### src/design/apcr_pkg.sv
// Shared types and constants for the box pair collision resolver.
// Used by apcr_geom, apcr_div and the top level.
package apcr_pkg;

  localparam int PosW  = 24;
  localparam int SizeW = 16;
  localparam int MassW = 16;
  localparam int MoveW = 17;
  localparam int PenW  = 16;
  localparam int DivW  = MassW + 1;

  typedef enum logic [1:0] {
    MV_NONE = 2'd0,
    MV_BOTH = 2'd1,
    MV_ONE1 = 2'd2,
    MV_ONE2 = 2'd3
  } move_mode_t;

  // Control travelling alongside the share division
  typedef struct packed {
    logic            valid;
    logic            hit;
    logic            along_y;
    move_mode_t      mode;
    logic            neg;   // pos2 < pos1 on the chosen axis
    logic            zero;  // pos2 == pos1 on the chosen axis
    logic [PenW-1:0] p;
  } ctl_t;

endpackage

### src/design/aabb_pair_collision_resolve.sv
// Box pair collision resolver.
// Channels: a command port (start/busy) taking one box pair, and a result
// port marked by done carrying collided and the four displacements.
// A pair is taken at each clock edge where start is high; busy is always
// low, so a new pair may follow in every cycle.
// Pipeline: two geometry stages, one multiply stage, sixteen divider stages
// (one quotient bit each) and the output register, in that order.
// Throughput is one pair per cycle; the divider sets the depth.
// Each result stays on the ports for exactly one cycle and the receiver
// cannot hold it off.
// Synchronous reset empties the pipeline: no done strobe appears for
// pairs taken before reset.
// Depends on apcr_pkg, apcr_geom and apcr_div.
module aabb_pair_collision_resolve import apcr_pkg::*; (
  input  logic                    clk,
  input  logic                    rst,
  input  logic                    start,
  output logic                    busy,
  input  logic signed [PosW-1:0]  pos1_x,
  input  logic signed [PosW-1:0]  pos1_y,
  input  logic signed [PosW-1:0]  pos2_x,
  input  logic signed [PosW-1:0]  pos2_y,
  input  logic [SizeW-1:0]        size1_x,
  input  logic [SizeW-1:0]        size1_y,
  input  logic [SizeW-1:0]        size2_x,
  input  logic [SizeW-1:0]        size2_y,
  input  logic                    static1,
  input  logic                    static2,
  input  logic [MassW-1:0]        mass1,
  input  logic [MassW-1:0]        mass2,
  output logic                    done,
  output logic                    collided,
  output logic signed [MoveW-1:0] move1_x,
  output logic signed [MoveW-1:0] move1_y,
  output logic signed [MoveW-1:0] move2_x,
  output logic signed [MoveW-1:0] move2_y
);

  ctl_t             ctl_g, ctl_m, ctl_d;
  logic [MassW-1:0] m1, m2;
  logic [2*PenW-1:0] prod;
  logic [DivW-1:0]  den;
  logic [PenW-1:0]  quo;

  logic signed [MoveW-1:0] mv1, mv2, pe, se, re;
  logic [PenW-1:0]         rem_share;

  assign busy = 1'b0;

  apcr_geom u_geom (
    .clk, .rst,
    .in_valid (start),
    .pos1_x, .pos1_y, .pos2_x, .pos2_y,
    .size1_x, .size1_y, .size2_x, .size2_y,
    .static1, .static2, .mass1, .mass2,
    .ctl (ctl_g),
    .m1, .m2
  );

  // share numerator and total mass
  always_ff @(posedge clk) begin
    if (rst) begin
      ctl_m.valid <= 1'b0;
    end else begin
      ctl_m.valid <= ctl_g.valid;
    end
    ctl_m.hit     <= ctl_g.hit;
    ctl_m.along_y <= ctl_g.along_y;
    ctl_m.mode    <= ctl_g.mode;
    ctl_m.neg     <= ctl_g.neg;
    ctl_m.zero    <= ctl_g.zero;
    ctl_m.p       <= ctl_g.p;
    prod <= ctl_g.p * m1;
    den  <= {1'b0, m1} + {1'b0, m2};
  end

  apcr_div u_div (
    .clk, .rst,
    .ctl_in  (ctl_m),
    .num_hi  (prod[2*PenW-1:PenW]),
    .num_lo  (prod[PenW-1:0]),
    .den,
    .ctl_out (ctl_d),
    .quo
  );

  always_comb begin
    rem_share = ctl_d.p - quo;
    pe = signed'({1'b0, ctl_d.p});
    se = signed'({1'b0, quo});
    re = signed'({1'b0, rem_share});
    mv1 = '0;
    mv2 = '0;
    case (ctl_d.mode)
      MV_BOTH: begin
        mv1 = ctl_d.neg ? re : -re;
        mv2 = ctl_d.neg ? -se : se;
      end
      MV_ONE1: mv1 = ctl_d.neg ? pe : -pe;
      MV_ONE2: mv2 = (!ctl_d.neg && !ctl_d.zero) ? pe : -pe;
      default: begin
        mv1 = '0;
        mv2 = '0;
      end
    endcase
    if (!ctl_d.hit) begin
      mv1 = '0;
      mv2 = '0;
    end
  end

  always_ff @(posedge clk) begin
    if (rst) begin
      done <= 1'b0;
    end else begin
      done <= ctl_d.valid;
    end
    collided <= ctl_d.hit;
    move1_x  <= ctl_d.along_y ? '0 : mv1;
    move2_x  <= ctl_d.along_y ? '0 : mv2;
    move1_y  <= ctl_d.along_y ? mv1 : '0;
    move2_y  <= ctl_d.along_y ? mv2 : '0;
  end

endmodule

### src/design/apcr_geom.sv
// Two register stages: centre distances and half-size sums, then overlap,
// penetration and axis choice. Depends on apcr_pkg.
module apcr_geom import apcr_pkg::*; (
  input  logic                    clk,
  input  logic                    rst,
  input  logic                    in_valid,
  input  logic signed [PosW-1:0]  pos1_x,
  input  logic signed [PosW-1:0]  pos1_y,
  input  logic signed [PosW-1:0]  pos2_x,
  input  logic signed [PosW-1:0]  pos2_y,
  input  logic [SizeW-1:0]        size1_x,
  input  logic [SizeW-1:0]        size1_y,
  input  logic [SizeW-1:0]        size2_x,
  input  logic [SizeW-1:0]        size2_y,
  input  logic                    static1,
  input  logic                    static2,
  input  logic [MassW-1:0]        mass1,
  input  logic [MassW-1:0]        mass2,
  output ctl_t                    ctl,
  output logic [MassW-1:0]        m1,
  output logic [MassW-1:0]        m2
);

  logic signed [PosW:0] dx_w, dy_w;
  logic [SizeW:0]       hx_w, hy_w;

  // stage 1
  logic             v1;
  logic             st1_1, st2_1;
  logic [PosW:0]    ax, ay;
  logic [SizeW-1:0] hx, hy;
  logic             nx, ny, zx, zy;
  logic [MassW-1:0] m1_1, m2_1;

  // stage 2 logic
  logic            ovx, ovy, ay_sel;
  logic [PenW-1:0] px, py;
  move_mode_t      mode_w;

  always_comb begin
    dx_w = {pos2_x[PosW-1], pos2_x} - {pos1_x[PosW-1], pos1_x};
    dy_w = {pos2_y[PosW-1], pos2_y} - {pos1_y[PosW-1], pos1_y};
    hx_w = {1'b0, size1_x} + {1'b0, size2_x};
    hy_w = {1'b0, size1_y} + {1'b0, size2_y};
  end

  always_ff @(posedge clk) begin
    if (rst) begin
      v1 <= 1'b0;
    end else begin
      v1 <= in_valid;
    end
    st1_1 <= static1;
    st2_1 <= static2;
    ax    <= dx_w[PosW] ? (PosW+1)'(0) - dx_w : dx_w;
    ay    <= dy_w[PosW] ? (PosW+1)'(0) - dy_w : dy_w;
    nx    <= dx_w[PosW];
    ny    <= dy_w[PosW];
    zx    <= (dx_w == '0);
    zy    <= (dy_w == '0);
    hx    <= hx_w[SizeW:1];
    hy    <= hy_w[SizeW:1];
    m1_1  <= mass1;
    m2_1  <= mass2;
  end

  always_comb begin
    ovx    = ax < {{(PosW+1-SizeW){1'b0}}, hx};
    ovy    = ay < {{(PosW+1-SizeW){1'b0}}, hy};
    px     = hx - ax[PenW-1:0];
    py     = hy - ay[PenW-1:0];
    ay_sel = px > py;
    if (!st1_1 && !st2_1) begin
      mode_w = (m1_1 != '0 && m2_1 != '0) ? MV_BOTH : MV_NONE;
    end else if (!st1_1) begin
      mode_w = MV_ONE1;
    end else begin
      mode_w = MV_ONE2;
    end
  end

  always_ff @(posedge clk) begin
    if (rst) begin
      ctl.valid <= 1'b0;
    end else begin
      ctl.valid <= v1;
    end
    ctl.hit     <= !(st1_1 && st2_1) && ovx && ovy;
    ctl.along_y <= ay_sel;
    ctl.mode    <= mode_w;
    ctl.neg     <= ay_sel ? ny : nx;
    ctl.zero    <= ay_sel ? zy : zx;
    ctl.p       <= ay_sel ? py : px;
    m1          <= m1_1;
    m2          <= m2_1;
  end

endmodule

### src/design/apcr_div.sv
// Restoring divider, one quotient bit per register stage, with control
// carried alongside. Depends on apcr_pkg.
module apcr_div import apcr_pkg::*; (
  input  logic              clk,
  input  logic              rst,
  input  ctl_t              ctl_in,
  input  logic [PenW-1:0]   num_hi,
  input  logic [PenW-1:0]   num_lo,
  input  logic [DivW-1:0]   den,
  output ctl_t              ctl_out,
  output logic [PenW-1:0]   quo
);

  // high half is below the divisor, so the quotient fits PenW bits
  logic [DivW-1:0] rem_s [0:PenW];
  logic [PenW-1:0] lo_s  [0:PenW];
  logic [PenW-1:0] q_s   [0:PenW];
  logic [DivW-1:0] den_s [0:PenW];
  ctl_t            ctl_s [0:PenW];

  assign rem_s[0] = {1'b0, num_hi};
  assign lo_s[0]  = num_lo;
  assign q_s[0]   = '0;
  assign den_s[0] = den;
  assign ctl_s[0] = ctl_in;

  for (genvar k = 0; k < PenW; k++) begin : g_stage
    logic [DivW:0] t;
    logic          ge;
    always_comb begin
      t  = {rem_s[k], lo_s[k][PenW-1]};
      ge = t >= {1'b0, den_s[k]};
    end
    always_ff @(posedge clk) begin
      if (rst) begin
        ctl_s[k+1].valid <= 1'b0;
      end else begin
        ctl_s[k+1].valid <= ctl_s[k].valid;
      end
      ctl_s[k+1].hit     <= ctl_s[k].hit;
      ctl_s[k+1].along_y <= ctl_s[k].along_y;
      ctl_s[k+1].mode    <= ctl_s[k].mode;
      ctl_s[k+1].neg     <= ctl_s[k].neg;
      ctl_s[k+1].zero    <= ctl_s[k].zero;
      ctl_s[k+1].p       <= ctl_s[k].p;
      rem_s[k+1] <= ge ? DivW'(t - {1'b0, den_s[k]}) : t[DivW-1:0];
      lo_s[k+1]  <= {lo_s[k][PenW-2:0], 1'b0};
      q_s[k+1]   <= {q_s[k][PenW-2:0], ge};
      den_s[k+1] <= den_s[k];
    end
  end

  assign ctl_out = ctl_s[PenW];
  assign quo     = q_s[PenW];

endmodule
### config.mk
export PLATFORM = sky130hd
export DESIGN_NAME = aabb_pair_collision_resolve
export DESIGN_NICKNAME = d
export VERILOG_FILES = /design/src/design/apcr_pkg.sv /design/src/design/aabb_pair_collision_resolve.sv /design/src/design/apcr_geom.sv /design/src/design/apcr_div.sv
export SDC_FILE = /design/constraint.sdc
export NUM_CORES = 2
export LEC_CHECK = 0
export BUFFER_PORTS_ARGS = -buffer_cell sky130_fd_sc_hd__clkbuf_2
export CORE_MARGIN = 2
export CORE_UTILIZATION = 56
export CTS_CLUSTER_DIAMETER = 150
export DETAILED_ROUTE_END_ITERATION = 8
export GPL_TIMING_DRIVEN = 0
export PLACE_DENSITY = 0.86
export SLEW_MARGIN = 40
export SYNTH_ARGS = -nofsm -noshare
export SYNTH_HDL_FRONTEND = slang
export SYNTH_SLANG_ARGS = --single-unit
### constraint.sdc
create_clock -name clk -period 6.2 [get_ports clk]
set_input_delay 0.93 -clock clk [delete_from_list [all_inputs] [get_ports clk]]
set_output_delay 0.93 -clock clk [all_outputs]
set_load 0.02 [all_outputs]
==> results.py <==
metrics = {
    "route": {
        "postRouteWirelength_um": 144000,
        "vias_per_cell": 5.39,
        "drc": 0,
        "detail_route.iter0.violations": 2432,
        "dr.pass1.iters": 6,
        "postRouteAntennaNets": 0,
        "wire_per_inst_um": 17.1,
        "vias": 45400,
    },
    "yosys": {
        "synth-seq-cells": 1452,
        "ys_types": 89,
        "synthFlopType": "dfxtp_1",
        "synth_edf_count": 0,
        "synth.net_count": 7311,
        "ys_top_cells_by_area": "dfxtp_1, ha_1, fa_1, inv_1, xnor2_1",
        "syn_area_per_cell_um2": 10.1,
        "synth_top_area_cell": "dfxtp_1",
        "synthCells": 6326,
        "synth_async_sr_flop_share_pct": 0,
        "netlist.area_leader.share_pct": 45.5,
        "yosys_warnings": 0,
        "syn_area_mm2": 0.0640,
        "synth-seq-area-share_pct": 45.5,
    },
    "flow_run": {
        "drv_cap": 0,
    },
    "worst_setup_path": {
        "endpoint_kind": "flip-flop",
        "cpMostUsedCell": "fa_1",
        "cp_cell_sequence": "buf_6, and2_1, fa_1, inv_1, fa_1, fa_1, inv_1, fa_1, fa_1, inv_1, fa_1, inv_1, ha_2, a21oi_2, nor2b_1, nor3_1, o21ai_2, a21oi_4, o31ai_4, o41a_1, a21o_1, a21oi_2, xnor2_1",
        "slowest_stage": "fa_1",
        "cp.arrival_ns": 7.05,
        "crit_fanout": 5,
        "critPathKind": "flip-flop to flip-flop",
        "critPathMaxStageDelay_ns": 0.59,
        "rrSetupSlack_ns": -0.16,
        "critical_path_required_ns": 6.89,
        "start_kind": "flip-flop",
    },
    "sta": {
        "hold_viol_final": 0,
        "period_minus_slack_ns": 6.36,
        "fmax_ghz": 0.157,
        "maxSlewViolCount": 0,
        "max-slew-margin-rel_pct": 44.3,
        "setup_slack_ns": -0.157,
        "period_share_pct": 103,
        "tightest_slew_ns": 0.824,
        "clock_skew_ns": 0.0313,
        "finalSetupViolations": 1,
        "rsz0062_at_grt": "true",
    },
    "clock_tree": {
        "cts-root-buf": "clkbuf_16",
        "cts_tree": "yes",
        "h-tree-depth": 4,
        "clk_latency_ns": 0.76,
        "cts_inserted_buffers": 140,
        "cts_sinks": 1452,
        "cts_buffer_depth": 3,
        "cts.clk_slew.worst_paths_ns": 0.06,
    },
    "place": {
        "pre_cts_slack_ns": -1.11,
        "place.detailed.hpwl_um": 106000,
        "place.gp.congestion": 0.948,
        "io_buffers": 265,
    },
    "floorplanning": {
        "fp-row-count": 123,
        "core-area_mm2": 0.113,
        "boundaryPins": 268,
        "die_w_um": 342,
        "die-area_mm2": 0.117,
        "start_util_pct": 56.7,
        "die_h_um": 342,
    },
    "final_layout": {
        "area_growth_pct": 15.0,
        "layout.nets": 7784,
        "drive_gt1_share_pct": 13.3,
    },
    "global_route": {
        "grt_usage_pct": 24.0,
        "grt_pass1_wl_um": 228000,
        "grt_max_degree": 17,
        "antenna_found_initial": 1,
        "grt_overflow": 0,
        "grt_pass1_vias": 46000,
    },
    "status": {
        "status": "complete, but fails checks",
        "failed_checks": "negative setup slack",
    },
    "hold_path": {
        "hp-class": "input pin to flip-flop",
    },
}
[stage by stage]
| stage | cell area [µm²] | instances | hold slack [ns] | util (%) | setup TNS [ns] |
|---|---|---|---|---|---|
| after floorplan | 64000 | 6326 | 0.310 | - | 0 |
| after global placement | 67200 | 8091 | 0.310 | 59.6 | -5.82 |
| after detailed placement | 67200 | 8091 | 0.312 | 59.6 | -8.32 |
| after CTS | 73200 | 8391 | 0.206 | 64.9 | -0.170 |
| after global routing | 73500 | 8412 | 0.221 | 65.2 | -1.11 |
| final | 73500 | 8415 | 0.254 | 65.2 | -0.157 |
[path summary, 6_finish.rpt]
path | from | to | depth (start not counted)
min | mass1[12] | u_geom.m1_1[12]$_DFF_P_ | 1
max | u_geom.m1[6]$_DFF_P_ | prod[31]$_DFF_P_ | 23
min reg2reg | u_div.ctl_s[118]$_DFF_P_ | u_div.ctl_s[95]$_DFF_P_ | 0
max reg2reg | u_geom.m1[6]$_DFF_P_ | prod[31]$_DFF_P_ | 23
[critical path, delay by kind of cell, from the launching register on]
kind / cells / cell delay, ns
and+or+nand+nor: 3 / 0.45
AOI/OAI and AO/OA: 7 / 1.39
DFF: 1 / 0.39
xor gates and xnor gates: 1 / 0.14
adders and majority gates: 7 / 3.50
buffers and inverters: 5 / 0.40
[layout make-up]
cell class / instances / area [µm²]
antenna: 3 / 7.51
buffer: 118 / 847
clock buffer: 183 / 3920
clock inverter: 72 / 1090
fill: 8304 / 39300
inverter: 784 / 2940
multi-input combinational: 3972 / 31800
sequential: 1452 / 29200
tap: 1500 / 1880
timing repair buffer: 331 / 1870
[cells in the final DEF (no fill, tap or decap), types with 15 or more instances in the layout]
master / n
a21oi_1: 266
clkbuf_1: 86
bufinv_16: 15
mux2_2: 152
nor4_1: 27
a31oi_1: 29
clkinv_2: 20
dfxtp_1: 1421
o31ai_1: 30
a21boi_0: 34
and2_1: 135
nand4_1: 53
nor2b_1: 89
or3_1: 28
and3_1: 40
nor3_1: 131
fa_1: 206
nand3_1: 92
xnor2_1: 274
nand2_1: 423
inv_1: 773
nand2b_1: 63
or2_2: 26
xor2_1: 137
a211oi_1: 39
clkbuf_2: 265
nor2_1: 345
o41ai_1: 24
clkbuf_8: 41
o21ai_0: 249
a21o_1: 104
o211ai_1: 20
dfxtp_4: 30
buf_4: 61
mux2i_1: 31
clkbuf_16: 147
o21a_1: 78
o21bai_1: 24
ha_1: 562
[metal layers]
metal	global-route usage [%]	vias up	wire length, µm
met3	3.81	379	6980
met1	27.6	21600	57700
met2	43.6	1314	72800
met4	11.3	0	6210
li1	-	22100	-
met5	0	-	0
[kinds of logic (layout without fill, tap and decap cells)]
logic type	count (synthesis)	in the layout	share of synthesized area (%)
other	1	4	0.00586
buffers and inverters	902	1488	5.35
xor gates and xnor gates	411	411	5.63
and+or+nand+nor	1517	1517	11.6
adders and majority gates	788	788	18.0
DFF	1452	1452	45.5
AOI/OAI and AO/OA	1072	1072	10.8
muxes	183	183	3.16
[cell usage after synthesis (all sizes together) (7+ instances only)]
cell and instances:
a2111oi 9, a211o 9, a211oi 41, a21boi 34
a21o 104, a21oi 274, a221oi 8, a22oi 9
a311oi 9, a31o 11, a31oi 29, a41o 8
a41oi 12, and2 141, and3 42, and4 9
buf 20, clkbuf 98, dfxtp 1452, fa 217
ha 571, inv 784, mux2 152, mux2i 31
nand2 425, nand2b 63, nand3 93, nand4 53
nor2 347, nor2b 90, nor3 133, nor4 30
nor4b 9, o211ai 21, o21a 78, o21ai 266
o21bai 24, o311ai 7, o31ai 31, o41ai 25
or2 26, or3 29, or4 7, xnor2 274
xor2 137
[repair_timing]
item / CTS / global route
gates cloned: 1 / 0
pin swaps: 36 / 47
setup buffers: 44 / 22
hold buffers: 0 / 0
endpoints found under the setup margin: 16 / 8
resized for setup: 182 / 43
[registers in the layout, summed over array words and instances (netlist names), 23 cells and up]
name,flops
u_div.ctl_out,23
u_geom.ctl,23
prod,32
u_div.q_s,120
u_geom.ax,25
u_div.ctl_s,345
u_div.lo_s,105
u_div.g_stage.t,270
ctl_m,23
u_geom.ay,25
u_div.den_s,255
Power is left out: the tool's default activity adds up to more than one toggle a clock period on the data nets, which glitch-free logic cannot reach.
